[src/hdl/sdi_pkg.sv]
// Shared types, phase encoding and command tables for the SD card SPI init sequencer.
// No dependencies; imported by sdi_step and sd_spi_init_sequencer.
`timescale 1ns / 1ps

package sdi_pkg;

    typedef logic [4:0] t_phase;
    typedef logic [2:0] t_cmd;
    typedef logic [2:0] t_fail;
    typedef logic [1:0] t_cfg_index;

    // Request kinds carried in the input tuser.
    localparam logic REQ_START = 1'b0;
    localparam logic REQ_XFER  = 1'b1;

    // Phase encoding. Command frames and response waits occupy one phase per command,
    // and the failure phases sit above PH_FAIL, offset by the failure code.
    localparam t_phase PH_IDLE  = 5'd0;
    localparam t_phase PH_WAKE  = 5'd1;
    localparam t_phase PH_FRAME = 5'd2;
    localparam t_phase PH_POLL  = 5'd7;
    localparam t_phase PH_R7    = 5'd12;
    localparam t_phase PH_OCR   = 5'd13;
    localparam t_phase PH_OK    = 5'd14;
    localparam t_phase PH_FAIL  = 5'd14;

    localparam t_cmd CMD_0   = 3'd0;
    localparam t_cmd CMD_8   = 3'd1;
    localparam t_cmd CMD_55  = 3'd2;
    localparam t_cmd ACMD_41 = 3'd3;
    localparam t_cmd CMD_58  = 3'd4;

    localparam t_fail FAIL_NONE   = 3'd0;
    localparam t_fail FAIL_CMD0   = 3'd1;
    localparam t_fail FAIL_CMD8   = 3'd2;
    localparam t_fail FAIL_ECHO   = 3'd3;
    localparam t_fail FAIL_CMD55  = 3'd4;
    localparam t_fail FAIL_ACMD41 = 3'd5;
    localparam t_fail FAIL_CMD58  = 3'd6;

    localparam t_cfg_index CFG_POLL_LIMIT  = 2'd0;
    localparam t_cfg_index CFG_READY_LIMIT = 2'd1;
    localparam t_cfg_index CFG_WAKE_COUNT  = 2'd2;

    localparam logic [7:0] BYTE_IDLE    = 8'hFF;
    localparam logic [7:0] CMD_START    = 8'h40;
    localparam logic [7:0] R1_IDLE      = 8'h01;
    localparam logic [7:0] R1_READY     = 8'h00;
    localparam logic [7:0] R7_VOLTAGE   = 8'h01;
    localparam logic [7:0] R7_PATTERN   = 8'hAA;
    localparam logic [7:0] FRAME_LEN    = 8'd8;
    localparam logic [7:0] TRAILER_LEN  = 8'd4;

    typedef struct packed {
        logic [7:0] poll_limit;
        logic [7:0] ready_limit;
        logic [7:0] wake_count;
    } t_cfg;

    localparam t_cfg CFG_RESET = '{poll_limit: 8'd20, ready_limit: 8'd20, wake_count: 8'd10};

    typedef struct packed {
        t_phase     phase;
        logic [7:0] byte_index;
        logic [7:0] poll_count;
        logic [7:0] ready_attempts;
        logic       echo_ok;
        logic       capacity_flag;
    } t_state;

    localparam t_state STATE_RESET = '{
        phase: PH_IDLE, byte_index: 8'd0, poll_count: 8'd0,
        ready_attempts: 8'd0, echo_ok: 1'b1, capacity_flag: 1'b0
    };

    // Packed so that tx_byte lands in the lowest bits of the output tdata.
    typedef struct packed {
        t_fail      fail_code;
        logic       high_capacity;
        logic       init_ok;
        logic       finished;
        logic       transfer_valid;
        logic       cs_high;
        logic [7:0] tx_byte;
    } t_result;

    function automatic t_fail cmd_fail_code(input t_cmd cmd);
        t_fail code;
        unique case (cmd)
            CMD_0:   code = FAIL_CMD0;
            CMD_8:   code = FAIL_CMD8;
            CMD_55:  code = FAIL_CMD55;
            ACMD_41: code = FAIL_ACMD41;
            default: code = FAIL_CMD58;
        endcase
        return code;
    endfunction

    // Byte of a command frame at a given position: two idle bytes, start/index,
    // four argument bytes (big-endian), CRC.
    function automatic logic [7:0] cmd_frame_byte(input t_cmd cmd, input logic [7:0] idx);
        logic [7:0]  index;
        logic [31:0] arg;
        logic [7:0]  crc;
        logic [7:0]  b;
        unique case (cmd)
            CMD_0:   begin index = 8'h00; arg = 32'h0000_0000; crc = 8'h95; end
            CMD_8:   begin index = 8'h08; arg = 32'h0000_01AA; crc = 8'h87; end
            CMD_55:  begin index = 8'h37; arg = 32'h0000_0000; crc = 8'h01; end
            ACMD_41: begin index = 8'h29; arg = 32'h4000_0000; crc = 8'h01; end
            default: begin index = 8'h3A; arg = 32'h0000_0000; crc = 8'h01; end
        endcase
        unique case (idx)
            8'd2:    b = CMD_START | index;
            8'd3:    b = arg[31:24];
            8'd4:    b = arg[23:16];
            8'd5:    b = arg[15:8];
            8'd6:    b = arg[7:0];
            8'd7:    b = crc;
            default: b = BYTE_IDLE;
        endcase
        return b;
    endfunction

endpackage

[src/hdl/sd_spi_init_sequencer.sv]
// Top level of the SD card SPI-mode init sequencer: input register, state, result register.
// Depends on sdi_pkg and sdi_step.
//
//   Channel   Direction  Signals                        Contents
//   s         in         i_s_tvalid/o_s_tready          tuser: req_type; tdata: rx_byte
//   m         out        o_m_tvalid/i_m_tready          tdata: tx_byte, cs_high, transfer_valid,
//                                                       finished, init_ok, high_capacity, fail_code
//   cfg       in         i_cfg_we/i_cfg_index/wdata     poll limit, ready limit, wake count
//
// One item is accepted per cycle while o_s_tready is high. Its result goes from the input
// register through one pass into the state and result registers, and then on the output.
// Reset puts the sequencer in idle and the registers at 20, 20 and 10.
// When i_m_tready is low the result register holds, one more item can wait in the
// input register, and o_s_tready then drops until the result is taken.
`timescale 1ns / 1ps

module sd_spi_init_sequencer import sdi_pkg::*; (
    input  logic        i_clk,
    input  logic        i_rst_n,
    input  logic        i_s_tvalid,
    output logic        o_s_tready,
    input  logic [7:0]  i_s_tdata,   // [7:0] rx_byte
    input  logic [0:0]  i_s_tuser,   // [0] req_type
    output logic        o_m_tvalid,
    input  logic        i_m_tready,
    output logic [15:0] o_m_tdata,   // [7:0] tx_byte, [8] cs_high, [9] transfer_valid,
                                     // [10] finished, [11] init_ok, [12] high_capacity,
                                     // [15:13] fail_code
    input  logic        i_cfg_we,
    input  t_cfg_index  i_cfg_index,
    input  logic [7:0]  i_cfg_wdata
);

    t_cfg       r_cfg;
    t_state     r_state;
    logic       r_in_valid;
    logic       r_in_req;
    logic [7:0] r_in_rx;
    logic       r_out_valid;
    t_result    r_out;

    t_state     n_state;
    t_result    n_out;
    logic       advance;
    logic       accept;

    sdi_step u_step (
        .i_state    (r_state),
        .i_cfg      (r_cfg),
        .i_req_type (r_in_req),
        .i_rx_byte  (r_in_rx),
        .o_state    (n_state),
        .o_result   (n_out)
    );

    assign advance    = r_in_valid && (!r_out_valid || i_m_tready);
    assign o_s_tready = !r_in_valid || advance;
    assign accept     = i_s_tvalid && o_s_tready;

    always_ff @(posedge i_clk) begin
        if (!i_rst_n) begin
            r_cfg       <= CFG_RESET;
            r_state     <= STATE_RESET;
            r_in_valid  <= 1'b0;
            r_out_valid <= 1'b0;
        end else begin
            if (i_cfg_we) begin
                unique case (i_cfg_index)
                    CFG_POLL_LIMIT:  r_cfg.poll_limit  <= i_cfg_wdata;
                    CFG_READY_LIMIT: r_cfg.ready_limit <= i_cfg_wdata;
                    CFG_WAKE_COUNT:  r_cfg.wake_count  <= i_cfg_wdata;
                    default:         r_cfg             <= r_cfg;
                endcase
            end
            if (accept) begin
                r_in_valid <= 1'b1;
            end else if (advance) begin
                r_in_valid <= 1'b0;
            end
            if (advance) begin
                r_state     <= n_state;
                r_out_valid <= 1'b1;
            end else if (i_m_tready) begin
                r_out_valid <= 1'b0;
            end
        end
    end

    always_ff @(posedge i_clk) begin
        if (accept) begin
            r_in_req <= i_s_tuser[0];
            r_in_rx  <= i_s_tdata;
        end
        if (advance) begin
            r_out <= n_out;
        end
    end

    assign o_m_tvalid = r_out_valid;
    assign o_m_tdata  = r_out;

endmodule

[src/hdl/sdi_step.sv]
// Next-state and result logic of the SD card SPI init sequencer for one item.
// Purely combinational; depends on sdi_pkg.
`timescale 1ns / 1ps

module sdi_step import sdi_pkg::*; (
    input  t_state     i_state,
    input  t_cfg       i_cfg,
    input  logic       i_req_type,
    input  logic [7:0] i_rx_byte,
    output t_state     o_state,
    output t_result    o_result
);

    function automatic t_state f_start_attempt(input t_state s, input t_cfg c);
        t_state r;
        r = s;
        if (s.ready_attempts >= c.ready_limit) begin
            r.phase = PH_FAIL + 5'(FAIL_ACMD41);
        end else begin
            r.ready_attempts = s.ready_attempts + 8'd1;
            r.phase          = PH_FRAME + 5'(CMD_55);
            r.byte_index     = 8'd0;
            r.poll_count     = 8'd0;
        end
        return r;
    endfunction

    // A wait that ran out: ACMD41 counts it as a not-ready answer and tries again.
    function automatic t_state f_timeout(input t_state s, input t_cfg c, input t_cmd cmd);
        t_state r;
        r = s;
        if (cmd == ACMD_41) begin
            r = f_start_attempt(s, c);
        end else begin
            r.phase = PH_FAIL + 5'(cmd_fail_code(cmd));
        end
        return r;
    endfunction

    // Entering a phase clears the counters; an empty wake run or an empty poll
    // budget falls straight through to what follows.
    function automatic t_state f_enter(input t_state s, input t_cfg c, input t_phase ph);
        t_state r;
        r            = s;
        r.phase      = ph;
        r.byte_index = 8'd0;
        r.poll_count = 8'd0;
        if (ph == PH_WAKE && c.wake_count == 8'd0) begin
            r.phase = PH_FRAME + 5'(CMD_0);
        end else if (ph >= PH_POLL && ph < PH_R7 && c.poll_limit == 8'd0) begin
            r = f_timeout(r, c, 3'(ph - PH_POLL));
        end
        return r;
    endfunction

    function automatic t_state f_response(input t_state s, input t_cfg c, input t_cmd cmd,
                                          input logic [7:0] rx);
        t_state r;
        r = s;
        unique case (cmd)
            CMD_0: begin
                if (rx == R1_IDLE) r = f_enter(s, c, PH_FRAME + 5'(CMD_8));
                else r.phase = PH_FAIL + 5'(FAIL_CMD0);
            end
            CMD_8: begin
                if (rx == R1_IDLE) begin
                    r.echo_ok = 1'b1;
                    r = f_enter(r, c, PH_R7);
                end else begin
                    r.phase = PH_FAIL + 5'(FAIL_CMD8);
                end
            end
            CMD_55: begin
                if (rx == R1_IDLE) r = f_enter(s, c, PH_FRAME + 5'(ACMD_41));
                else r.phase = PH_FAIL + 5'(FAIL_CMD55);
            end
            ACMD_41: begin
                if (rx == R1_READY) r = f_enter(s, c, PH_FRAME + 5'(CMD_58));
                else r = f_start_attempt(s, c);
            end
            default: begin
                if (rx == R1_READY) begin
                    r.capacity_flag = 1'b0;
                    r = f_enter(r, c, PH_OCR);
                end else begin
                    r.phase = PH_FAIL + 5'(FAIL_CMD58);
                end
            end
        endcase
        return r;
    endfunction

    t_state     nx;
    t_result    res;
    logic [7:0] bi_inc;
    logic [7:0] pc_inc;
    t_cmd       frame_cmd;
    t_cmd       poll_cmd;
    t_cmd       out_cmd;
    logic       echo;

    assign bi_inc    = i_state.byte_index + 8'd1;
    assign pc_inc    = i_state.poll_count + 8'd1;
    assign frame_cmd = 3'(i_state.phase - PH_FRAME);
    assign poll_cmd  = 3'(i_state.phase - PH_POLL);

    always_comb begin
        nx   = i_state;
        echo = i_state.echo_ok;
        if (i_req_type == REQ_START) begin
            nx.ready_attempts = 8'd0;
            nx.echo_ok        = 1'b1;
            nx.capacity_flag  = 1'b0;
            nx = f_enter(nx, i_cfg, PH_WAKE);
        end else if (i_state.phase >= PH_WAKE && i_state.phase <= PH_OCR) begin
            priority if (i_state.phase == PH_WAKE) begin
                nx.byte_index = bi_inc;
                if (bi_inc >= i_cfg.wake_count) nx = f_enter(nx, i_cfg, PH_FRAME + 5'(CMD_0));
            end else if (i_state.phase < PH_POLL) begin
                nx.byte_index = bi_inc;
                if (bi_inc >= FRAME_LEN) nx = f_enter(nx, i_cfg, PH_POLL + 5'(frame_cmd));
            end else if (i_state.phase < PH_R7) begin
                nx.poll_count = pc_inc;
                if (!i_rx_byte[7]) begin
                    nx = f_response(nx, i_cfg, poll_cmd, i_rx_byte);
                end else if (pc_inc >= i_cfg.poll_limit) begin
                    nx = f_timeout(nx, i_cfg, poll_cmd);
                end
            end else if (i_state.phase == PH_R7) begin
                // R7 trailer: bytes two and three carry the voltage and check pattern.
                if (i_state.byte_index == 8'd2 && i_rx_byte != R7_VOLTAGE) echo = 1'b0;
                if (i_state.byte_index == 8'd3 && i_rx_byte != R7_PATTERN) echo = 1'b0;
                nx.echo_ok    = echo;
                nx.byte_index = bi_inc;
                if (bi_inc >= TRAILER_LEN) begin
                    if (echo) begin
                        nx.ready_attempts = 8'd0;
                        nx = f_start_attempt(nx, i_cfg);
                    end else begin
                        nx.phase = PH_FAIL + 5'(FAIL_ECHO);
                    end
                end
            end else begin
                // First OCR byte holds the card capacity status bit.
                if (i_state.byte_index == 8'd0) nx.capacity_flag = i_rx_byte[6];
                nx.byte_index = bi_inc;
                if (bi_inc >= TRAILER_LEN) nx.phase = PH_OK;
            end
        end
    end

    assign out_cmd = 3'(nx.phase - PH_FRAME);

    always_comb begin
        res                = '0;
        res.tx_byte        = BYTE_IDLE;
        res.cs_high        = 1'b1;
        res.transfer_valid = 1'b1;
        priority if (nx.phase == PH_WAKE) begin
            res.cs_high = 1'b1;
        end else if (nx.phase >= PH_FRAME && nx.phase < PH_POLL) begin
            res.cs_high = (nx.byte_index == 8'd0);
            res.tx_byte = cmd_frame_byte(out_cmd, nx.byte_index);
        end else if (nx.phase >= PH_POLL && nx.phase <= PH_OCR) begin
            res.cs_high = 1'b0;
        end else begin
            res.transfer_valid = 1'b0;
            if (nx.phase == PH_OK) begin
                res.finished      = 1'b1;
                res.init_ok       = 1'b1;
                res.high_capacity = nx.capacity_flag;
            end else if (nx.phase > PH_FAIL && nx.phase <= PH_FAIL + 5'(FAIL_CMD58)) begin
                res.finished  = 1'b1;
                res.fail_code = 3'(nx.phase - PH_FAIL);
            end
        end
    end

    assign o_state  = nx;
    assign o_result = res;

endmodule
[config.mk]
export PLATFORM = sky130hd
export DESIGN_NAME = sd_spi_init_sequencer
export DESIGN_NICKNAME = d
export VERILOG_FILES = /design/src/hdl/sdi_pkg.sv /design/src/hdl/sd_spi_init_sequencer.sv /design/src/hdl/sdi_step.sv
export SDC_FILE = /design/constraint.sdc
export NUM_CORES = 1
export LEC_CHECK = 0
export BUFFER_PORTS_ARGS = -buffer_cell sky130_fd_sc_hd__buf_2
export CAP_MARGIN = 20
export CELL_PAD_IN_SITES_DETAIL_PLACEMENT = 0
export CELL_PAD_IN_SITES_GLOBAL_PLACEMENT = 1
export CORE_MARGIN = 1.5
export CORE_UTILIZATION = 51
export DETAILED_ROUTE_END_ITERATION = 16
export PLACE_DENSITY = 0.89
export SETUP_SLACK_MARGIN = 0.15
export SLEW_MARGIN = 40
export SYNTH_ARGS = -nofsm -noshare
export SYNTH_HDL_FRONTEND = slang
export SYNTH_SLANG_ARGS = --single-unit
export TNS_END_PERCENT = 50
[constraint.sdc]
create_clock -name i_clk -period 7.93 [get_ports i_clk]
set_clock_uncertainty 0.1 [all_clocks]
set_input_delay 1.586 -clock i_clk [delete_from_list [all_inputs] [get_ports i_clk]]
set_output_delay 1.586 -clock i_clk [all_outputs]
set_load 0.02 [all_outputs]
==> impl_metrics.tcl, run 1 <==
set metrics [dict create \
    synthesis.area_per_instance_um2 8.208 \
    cp_required_ns 7.93 \
    r2r-start "r_state[18]$_SDFFE_PN0P_" \
    detailed_routing_iteration_count_for_the_pre_antenna_repair_pass 5 \
    route.detailed.vias_per_inst 6.419 \
    category_of_the_worst_setup_path_launch_point "flop" \
    period_minus_slack_ns 5.728 \
    htreeDepth 3 \
    cts.sinks 82 \
    outcome "completed" \
    worstHoldPathType "reg -> reg" \
    cts-buffers-inserted 9 \
    postSynthNetCount 868 \
    remaining_number_of_nets_flagged_by_the_antenna_check_after_routing 0 \
    ff_to_ff_path_depth 20 \
    grt_setup_unrepaired "false" \
    irDropWorstVdd_uv 107.1 \
    leakagePower_nw 2.773 \
    cts_hold_buf 0 \
    timing.hold.worst.start "r_cfg[4]$_SDFFE_PN0P_" \
    critical_path.slowest_cell "or4_1" \
    holdPathEnd "r_cfg[4]$_SDFFE_PN0P_" \
    initial_utilization_pct 51.99 \
    remaining_drc_errors 0 \
    drive_gt1_share_pct 12.88 \
    worstSetupPathType "reg -> reg" \
    post_drt_wl_per_cell_um 19.74 \
    antenna-diode-count 0 \
    worst_r2r_endpoint "o_m_tdata[1]$_SDFFCE_PP1P_" \
    hpwlAfterDp_mm 14.87 \
    die_span_y_um 116.2 \
    synth_cell_type_count 99 \
    postCtsSetupBuffers 0 \
    grt_first_pass_wirelength_mm 31.13 \
    synth-seq-cells 82 \
    clk-insertion-delay-late_ns 0.35 \
    synthDominantCellAreaShare_pct 17.46 \
    setup_total_negative_slack_ns 0 \
    max-clock-path-buffers 2 \
    die-width_um 116.2 \
    timing.max_slew.rel_slack_pct 46.85 \
    final_min_period_over_clock_period_pct 72.23 \
    num_rows 41 \
    grt_start_max_net_pins 47 \
    route.vias.total 6387 \
    worst_slew_pin_slew_ns 0.7872 \
    ctsResizeCount 0 \
    cts-root-buf "clkbuf_16" \
    critPathArrivalTime_ns 5.72 \
    cp_cell_sequence "and4_1 -> and2_1 -> nand2_1 -> xnor2_1 -> ha_1 -> o21ai_0 -> nor2b_1 -> or4_1 -> a21oi_1 -> a21oi_1 -> a311o_1 -> o21ai_4 -> nor2b_2 -> ha_1 -> a31o_2 -> a41oi_1 -> a41oi_2 -> a2111oi_4 -> o21ai_2 -> or2_1" \
    timing.critical_path.to_type "flop" \
    clock.fmax_mhz 174.6 \
    groute.usage.overall_pct 29.99 \
    gp_routability_congestion 1.017 \
    synth_area_leader_cell "dfxtp_1" \
    final-setup-viol-count 0 \
    cts_tree "done" \
    design.die.area_um2 13500 \
    hold_viol 0 \
    dpl_cell_area_um2 6852 \
    seq_area_frac_synth_pct 28.95 \
    route.final.wire_length_mm 19.64 \
    postLayoutCellArea_um2 7146 \
    number_of_warnings_printed_during_yosys_synthesis 0 \
    synth-async-reset-ratio_pct 0 \
    power.density_nw_per_um2 166.2 \
    synth_ff_type "dfxtp_1" \
    min_delay_path_depth 2 \
    areaGrowthSynthToFinish_pct 9.364 \
    grt_remaining_overflow 0 \
    floorplan.io_pins 42 \
    clk_pin_slew_worst_paths_ns 0.06 \
    post_synth_main_area_contributors "dfxtp_1 17%, edfxtp_1 11%, ha_1 9.2%" \
    post_synth_instance_area_um2 6534 \
    critical_path_fanouts_max 8 \
    timing_max_transition_violations_final 0 \
    netlist_instances 796 \
    timing.critical_path.slowest_cell_delay_ns 0.58 \
    synth_edf_count 25 \
    nFillCells 1190 \
    yosys-top-cells-count "90 x nor2_1, 75 x nand2_1, 57 x dfxtp_1" \
    design.final.nets 891 \
    maxCapViolCount 0 \
    io_buffer_count 41 \
    drt-initial-drc-count 627 \
    number_of_antenna_violations_at_the_first_check_in_global_routing 0 \
    yosys.cell_count.top_type "nor2_1" \
    fp.coreArea_um2 12570 \
    regToRegSetupSlack_ns 2.20 \
    grt_pass1_vias 5939 \
]
==> layer usage <==
layer	vias to the layer above	track usage [%]	part of all wire [%]
met4	0	15.28	4.1
li1	3016	-	-
met2	294	48.98	47
met1	3008	38.09	41
met5	-	0	0
met3	69	5.397	7.7
==> critical path, delay by kind of cell, from the launching register on <==
kind / cells / cell delay, ns
adders and majority gates: 2 / 0.40
DFF: 1 / 0.49
and+or+nand+nor: 7 / 1.89
AOI/OAI and AO/OA: 10 / 2.19
xor gates and xnor gates: 1 / 0.40
==> final cells by class <==
type	count	area, µm²	share of cell area [%]
multi-input cells	636	4337	60.69
well taps	172	215.2	3.012
inverters	42	157.7	2.206
clock inverters	4	22.52	0.3152
clock buffers	11	264.0	3.695
flip-flops and latches	82	1892	26.48
repair buffers	48	257.7	3.607
==> layout by cell type (no fill, tap or decap), drive strengths merged, types with 7 or more instances in the layout <==
cell type | netlist | routed
a21o | 7 | 7
a21oi | 56 | 56
and2 | 16 | 16
o2111ai | 7 | 7
o31ai | 10 | 10
o21a | 10 | 10
nand2b | 12 | 12
and3 | 7 | 7
ha | 48 | 48
nor2 | 90 | 90
dfxtp | 57 | 57
nor4 | 11 | 11
o21ai | 43 | 43
buf | 10 | 48
a31oi | 12 | 12
xnor2 | 9 | 9
nand3 | 22 | 22
a211oi | 12 | 12
edfxtp | 25 | 25
clkbuf | 26 | 11
a22oi | 12 | 12
inv | 41 | 43
mux2i | 15 | 15
nand2 | 75 | 75
nor3 | 32 | 32
nor2b | 9 | 9
o211ai | 9 | 9
==> where the power goes <==
part	internal, W	switching (W)
logic	0.000101	0.000203
registers	0.000448	0.0000190
clock network	0.000237	0.000178
total	0.000787	0.000400
==> worst max-delay path by stage <==
stage                             startpoint                         end  slack (ns)  cells past startpoint
detailed placement  r_state[18]$_SDFFE_PN0P_  o_m_tdata[1]$_SDFFCE_PP1P_        2.35                     20
floorplan           r_state[18]$_SDFFE_PN0P_  o_m_tdata[1]$_SDFFCE_PP1P_        3.02                     20
global placement    r_state[18]$_SDFFE_PN0P_  o_m_tdata[1]$_SDFFCE_PP1P_        2.51                     20
global route        r_state[21]$_SDFFE_PN0P_  o_m_tdata[1]$_SDFFCE_PP1P_        1.79                     20
CTS                 r_state[18]$_SDFFE_PN0P_  o_m_tdata[1]$_SDFFCE_PP1P_        2.33                     20
finish              r_state[18]$_SDFFE_PN0P_  o_m_tdata[1]$_SDFFCE_PP1P_        2.20                     20
==> sequential cells by signal, indices dropped and copies added, names as in the netlist <==
signal / flops
r_state: 31
r_cfg: 24
o_m_tdata: 16
r_in_rx: 8
o_m_tvalid: 1
r_in_req: 1
r_in_valid: 1
==> through the flow <==
| step | cells | hold slack (ns) | util [%] | setup slack [ns] | total power, W |
|---|---|---|---|---|---|
| after CTS | 995 | 0.4219 | 56.79 | 2.325 | 0.001185 |
| after floorplan | 796 | 0.3480 | - | 3.016 | 0.0006917 |
| final | 995 | 0.4257 | 56.85 | 2.202 | 0.001187 |
| after global placement | 980 | 0.3954 | 54.51 | 2.507 | 0.0007679 |
| after detailed placement | 980 | 0.3958 | 54.51 | 2.354 | 0.0007706 |
| after global routing | 995 | 0.4500 | 56.85 | 1.794 | 0.001236 |
==> cells by family after synthesis <==
logic type,Yosys count,share of synthesized area [%]
xor gates and xnor gates,15,2.241
buffers and inverters,78,4.787
muxes,15,2.298
DFF,82,28.95
AOI/OAI and AO/OA,248,28.57
adders and majority gates,48,9.192
and+or+nand+nor,310,23.96
(Power assumes the default switching activity.)
==> inputs of run 2 (changes only) <==
--- a/config.mk
+++ b/config.mk
@@ -10,9 +10,9 @@
 export CELL_PAD_IN_SITES_DETAIL_PLACEMENT = 0
 export CELL_PAD_IN_SITES_GLOBAL_PLACEMENT = 1
 export CORE_MARGIN = 1.5
-export CORE_UTILIZATION = 51
+export CORE_UTILIZATION = 42
 export DETAILED_ROUTE_END_ITERATION = 16
-export PLACE_DENSITY = 0.89
+export PLACE_DENSITY = 0.79
 export SETUP_SLACK_MARGIN = 0.15
 export SLEW_MARGIN = 40
 export SYNTH_ARGS = -nofsm -noshare
==> constraint.sdc (replaced) <==
create_clock -name i_clk -period 4.7 [get_ports i_clk]
set_clock_uncertainty 0.1 [all_clocks]
set_input_delay 0.94 -clock i_clk [delete_from_list [all_inputs] [get_ports i_clk]]
set_output_delay 0.94 -clock i_clk [all_outputs]
set_load 0.02 [all_outputs]
==> run 2 against run 1 <==
Combinational power grew 120%. Worst setup slack lost 2.1 ns. Flip-flop and latch count is the same. Total power grew 91%. Die area grew 21%. Core utilization shrank 3.5 points.
==> impl_metrics.tcl, run 2 (synthesis results as in run 1) <==
set metrics [dict create \
    leakagePower_nw 3.241 \
    category_of_the_worst_setup_path_launch_point "flop" \
    outcome "completed" \
    worstSetupPathType "reg -> reg" \
    design.final.nets 972 \
    leading_cell_type_in_the_layout_fill_and_taps_excluded "nor2_1" \
    preCtsSetupSlack_ns -0.07404 \
    grt_remaining_overflow 0 \
    fp.coreArea_um2 15200 \
    design.die.area_um2 16310 \
    critical_path_s_top_delay_family "compound AO/OA/AOI/OAI gates" \
    cts-buffers-inserted 9 \
    irDropWorstVdd_uv 154.8 \
    cp_cell_sequence "ha_4 -> buf_4 -> inv_1 -> nor2_2 -> or2_4 -> ha_4 -> o21a_1 -> nor2_1 -> or4_4 -> a21oi_4 -> a21oi_2 -> a311o_1 -> o21ai_4 -> nor2b_4 -> ha_2 -> a31o_4 -> a41oi_2 -> a41oi_2 -> a2111oi_4 -> o21ai_2 -> a41o_1" \
    htreeDepth 3 \
    grt_start_max_net_pins 35 \
    gp_routability_congestion 0.9493 \
    worstHoldPathType "reg -> reg" \
    initial_utilization_pct 42.98 \
    io_buffer_count 41 \
    worst_slew_pin_slew_ns 0.8152 \
    grt_setup_unrepaired "true" \
    worst-path-buf-inv 2 \
    largest_register "r_state" \
    max-clock-path-buffers 2 \
    cts-root-buf "clkbuf_16" \
    grt_pass1_vias 6243 \
    remaining_number_of_nets_flagged_by_the_antenna_check_after_routing 0 \
    final-setup-viol-count 0 \
    hold_viol 0 \
    route.final.wire_length_mm 21.79 \
    footprint_of_the_multi_input_gates_um2 4596 \
    detailed_routing_iteration_count_for_the_pre_antenna_repair_pass 5 \
    hpwlAfterDp_mm 16.68 \
    grt_first_pass_wirelength_mm 33.79 \
    drive_gt1_share_pct 25.64 \
    maxCapViolCount 0 \
    critPathArrivalTime_ns 4.62 \
    areaGrowthSynthToFinish_pct 24.15 \
    number_of_antenna_violations_at_the_first_check_in_global_routing 0 \
    final_core_utilization_pct 53.36 \
    largest_reg_flops 31 \
    die_span_y_um 127.7 \
    timing.critical_path.slowest_cell_delay_ns 0.54 \
    final_min_period_over_clock_period_pct 98.46 \
    period_minus_slack_ns 4.628 \
    clock.fmax_mhz 216.1 \
    layout_setup_ws_ns 0.07243 \
    route.detailed.vias_per_inst 6.041 \
    floorplan.io_pins 42 \
    remaining_drc_errors 0 \
    post_drt_wl_per_cell_um 19.94 \
    cp_required_ns 4.69 \
    timing_max_transition_violations_final 0 \
    final_cell_mix "88 x nor2_1, 87 x buf_4, 72 x nand2_1" \
    setup_total_negative_slack_ns 0 \
    cts.sinks 82 \
    power.density_nw_per_um2 280.1 \
    groute.usage.overall_pct 26.84 \
    drt-initial-drc-count 554 \
    antenna-diode-count 0 \
    hold_ws_ns 0.4318 \
    num_rows 45 \
    clk_pin_slew_worst_paths_ns 0.07 \
    critical_path_fanouts_max 4 \
    clk-insertion-delay-late_ns 0.36 \
    nFillCells 1428 \
    timing.critical_path.to_type "flop" \
    register_area_um2 1911 \
    cts_tree "done" \
    die-width_um 127.7 \
    route.vias.total 6603 \
    timing.max_slew.rel_slack_pct 45.65 \
    power_w 0.002272 \
    critical_path.slowest_cell "or4_4" \
]
run 2: changes by cell type in the layout (fill, tap and decap cells not counted), sizes merged:
cell    delta
buf       +81
inv        +2
clkinv     -2
bufinv     +1
run 2: cell type report:
| type | count | share of cell area, % |
|---|---|---|
| multi-input cells | 636 | 56.66 |
| flip-flops and latches | 82 | 23.55 |
| repair buffers | 129 | 10.72 |
| clock buffers | 11 | 3.393 |
| well taps | 188 | 2.900 |
| inverters | 42 | 1.944 |
| clock inverters | 5 | 0.8329 |
run 2: report_power, final:
group          switching (W)  internal (W)  leakage (nW)  total, W
clock               0.000332      0.000487         0.169  0.000819
combinational       0.000400      0.000274          2.39  0.000674
sequential         0.0000245      0.000755         0.682  0.000779
total               0.000757       0.00151          3.24   0.00227
run 2: through the flow:
stage,cell area [µm²],std cells
final,8112,1093
after global routing,8112,1093
after CTS,7915,1081
after detailed placement,7350,1051
after global placement,7350,1051
after floorplan,6600,796
run 2: tightest hold or removal path: stages, from the launching register on:
cell and delay (ns):
dfxtp_1 0.34, nor2_1 0.11, nor2_1 0.04
run 2: what timing repair did:
action	4_1_cts	5_1_grt
setup endpoints to repair	8	10
pin swaps	17	17
buffers inserted	14	12
resized for setup	24	20
hold buffers	0	0
cloned	0	0
run 2: path summary, 6_finish.rpt:
| path | startpoint | to | slack, ns | cells after the start |
|---|---|---|---|---|
| worst max register to register | r_state[18]$_SDFFE_PN0P_ | o_m_tdata[4]$_SDFFCE_PP1P_ | 0.07 | 21 |
| worst min register to register | r_in_valid$_SDFFE_PN0P_ | o_m_tvalid$_SDFFE_PN0P_ | 0.43 | 2 |
| worst min-delay path | r_in_valid$_SDFFE_PN0P_ | o_m_tvalid$_SDFFE_PN0P_ | 0.43 | 2 |
| worst max-delay path | r_state[18]$_SDFFE_PN0P_ | o_m_tdata[4]$_SDFFCE_PP1P_ | 0.07 | 21 |
run 2: per-layer routing:
metal  track usage, %  vias up  part of all wire [%]
li1                 -     3179                     -
met1            33.50     3155                    43
met2            46.24      217                    48
met3            4.007       52                   4.8
met4            11.30        0                   3.5
met5                0        -                     0
==> inputs of run 3 (changes only) <==
--- a/config.mk
+++ b/config.mk
@@ -13,7 +13,7 @@
 export CORE_UTILIZATION = 42
 export DETAILED_ROUTE_END_ITERATION = 16
 export PLACE_DENSITY = 0.79
-export SETUP_SLACK_MARGIN = 0.15
+export SETUP_SLACK_MARGIN = 0.2
 export SLEW_MARGIN = 40
 export SYNTH_ARGS = -nofsm -noshare
 export SYNTH_HDL_FRONTEND = slang
==> run 3 against run 2 <==
Critical path depth is the same. Register-to-register slack is essentially flat. Worst hold slack hardly changed. Final area hardly changed. Combinational power is 0.6% higher. Highest routed layer unchanged.
==> impl_metrics.tcl, run 3 (synthesis results as in run 1) <==
set metrics [dict create \
    timing.max_slew.rel_slack_pct 46.60 \
    route.final.wire_length_mm 21.87 \
    cp_startpoint "r_state[18]$_SDFFE_PN0P_" \
    cts-buffers-inserted 9 \
    design.final.nets 972 \
    grt_pass1_vias 6243 \
    critPathCapture "o_m_tdata[4]$_SDFFCE_PP1P_" \
    route.detailed.vias_per_inst 6.061 \
    final_cell_mix "88 x nor2_1, 86 x buf_4, 72 x nand2_1" \
    clock.fmax_mhz 216.1 \
    cp_required_ns 4.70 \
    max-clock-path-buffers 2 \
    die_span_y_um 127.7 \
    htreeDepth 3 \
    io_buffer_count 41 \
    die-width_um 127.7 \
    critical_path_s_top_delay_family "compound AO/OA/AOI/OAI gates" \
    category_of_the_worst_setup_path_launch_point "flop" \
    num_rows 45 \
    design.die.area_um2 16310 \
    worst_r2r_endpoint "o_m_tdata[4]$_SDFFCE_PP1P_" \
    p_sw_share_pct 33.38 \
    clk_pin_slew_worst_paths_ns 0.07 \
    final_core_utilization_pct 53.38 \
    drive_gt1_share_pct 25.64 \
    layout.cells.non_filler 1093 \
    gp_routability_congestion 0.9493 \
    number_of_antenna_violations_at_the_first_check_in_global_routing 0 \
    final-setup-viol-count 0 \
    power_frac_clock_pct 36.0 \
    post_drt_wl_per_cell_um 20.00 \
    route.vias.total 6625 \
    r2r-start "r_state[18]$_SDFFE_PN0P_" \
    floorplan.io_pins 42 \
    leakagePower_nw 3.243 \
    timing.critical_path.slowest_cell_delay_ns 0.54 \
    power_report.internal_total_w 0.001517 \
    worstHoldPathType "reg -> reg" \
    critical_path.slowest_cell "or4_4" \
    power.density_nw_per_um2 280.5 \
    remaining_number_of_nets_flagged_by_the_antenna_check_after_routing 0 \
    drt-initial-drc-count 561 \
    outcome "completed" \
    areaGrowthSynthToFinish_pct 24.21 \
    power.switching_w 0.0007599 \
    grt_remaining_overflow 0 \
    regToRegSetupSlack_ns 0.07 \
    remaining_drc_errors 0 \
    grt_setup_unrepaired "true" \
    dp.cells 1051 \
    critical_path_fanouts_max 4 \
    irDropWorstVdd_uv 154.8 \
    hold_viol 0 \
    grt_first_pass_wirelength_mm 33.79 \
    groute.usage.overall_pct 26.84 \
    cts_tree "done" \
    seq_power_share_pct 34.2 \
    crit_cells 21 \
    initial_utilization_pct 42.98 \
    ff_to_ff_path_depth 21 \
    comb_pwr_share_pct 29.8 \
    cp_cell_sequence "ha_4 -> buf_4 -> inv_1 -> nor2_2 -> or2_4 -> ha_4 -> o21a_1 -> nor2_1 -> or4_4 -> a21oi_4 -> a21oi_2 -> a311o_1 -> o21ai_4 -> nor2b_4 -> ha_2 -> a31o_4 -> a41oi_2 -> a41oi_2 -> a2111oi_4 -> o21ai_2 -> a41o_1" \
    detailed_routing_iteration_count_for_the_pre_antenna_repair_pass 6 \
    hpwlAfterDp_mm 16.68 \
    leading_cell_type_in_the_layout_fill_and_taps_excluded "nor2_1" \
    clk-insertion-delay-late_ns 0.36 \
    largest_reg_flops 31 \
    largest_register "r_state" \
    worst_slew_pin_slew_ns 0.8010 \
    critPathArrivalTime_ns 4.62 \
    worstSetupPathType "reg -> reg" \
    worst-path-buf-inv 2 \
    timing_max_transition_violations_final 0 \
    fp.coreArea_um2 15200 \
    grt_start_max_net_pins 35 \
    antenna-diode-count 0 \
    maxCapViolCount 0 \
    cts-root-buf "clkbuf_16" \
    period_minus_slack_ns 4.627 \
    cts.sinks 82 \
    timing.critical_path.to_type "flop" \
    final_min_period_over_clock_period_pct 98.44 \
]
==> run 3: final cells by class <==
cell class / count / area, µm²
clock buffer: 11 / 275.3
clock inverter: 5 / 67.56
fill: 1426 / 7087
inverter: 42 / 157.7
multi-input combinational: 636 / 4596
sequential: 82 / 1911
tap: 188 / 235.2
timing repair buffer: 129 / 873.3
==> run 3: worst min-delay path, delay by kind of cell (launching register included) <==
kind	cells	cell delay [ns]
AND/OR/NAND/NOR	2	0.15
flip-flops	1	0.34
==> run 3: metal layers <==
layer,track usage [%],vias up,part of all wire [%]
met5,0,-,0
met4,11.30,0,3.2
met3,4.007,50,4.7
met2,46.24,227,49
met1,33.50,3168,44
li1,-,3180,-
==> run 3: timing repair <==
item / in CTS / in global routing
gates resized for setup: 24 / 21
hold buffers: 0 / 0
pin swaps: 17 / 18
buffers inserted: 14 / 12
setup endpoints to repair: 9 / 10
==> run 3: power by group through the flow <==
stage / Sequential [W] / Combinational (W) / Clock, W
after global placement: 0.000795 / 0.000593 / 0
after detailed placement: 0.000797 / 0.000597 / 0
after global routing: 0.000782 / 0.000728 / 0.000859
after floorplan: 0.000795 / 0.000378 / 0
after CTS: 0.000779 / 0.000630 / 0.000830
final: 0.000779 / 0.000678 / 0.000819
==> run 3: worst min path at each step <==
| stage | from | end | slack [ns] | cells past startpoint |
|---|---|---|---|---|
| finish | r_in_valid$_SDFFE_PN0P_ | o_m_tvalid$_SDFFE_PN0P_ | 0.43 | 2 |
| global route | r_cfg[18]$_SDFFE_PN1P_ | r_cfg[18]$_SDFFE_PN1P_ | 0.46 | 2 |
| CTS | r_in_valid$_SDFFE_PN0P_ | o_m_tvalid$_SDFFE_PN0P_ | 0.43 | 2 |
| detailed placement | r_in_valid$_SDFFE_PN0P_ | o_m_tvalid$_SDFFE_PN0P_ | 0.41 | 2 |
| global placement | r_state[1]$_SDFFE_PN1P_ | r_state[1]$_SDFFE_PN1P_ | 0.40 | 2 |
| floorplan | r_state[0]$_SDFFE_PN0P_ | r_state[0]$_SDFFE_PN0P_ | 0.35 | 2 |
==> run 3: per-stage QoR <==
step / power, W / setup slack (ns) / hold slack (ns) / setup TNS [ns] / cell area [µm²]
6_report: 0.002277 / 0.07335 / 0.4315 / 0 / 8115
5_1_grt: 0.002368 / -0.09009 / 0.4568 / -0.4258 / 8115
4_1_cts: 0.002238 / 0.06610 / 0.4343 / 0 / 7915
3_5_place_dp: 0.001394 / -0.07404 / 0.4133 / -0.2316 / 7350
3_3_place_gp: 0.001388 / 0.04114 / 0.4014 / 0 / 7350
2_1_floorplan: 0.001173 / 0.1279 / 0.3480 / 0 / 6600
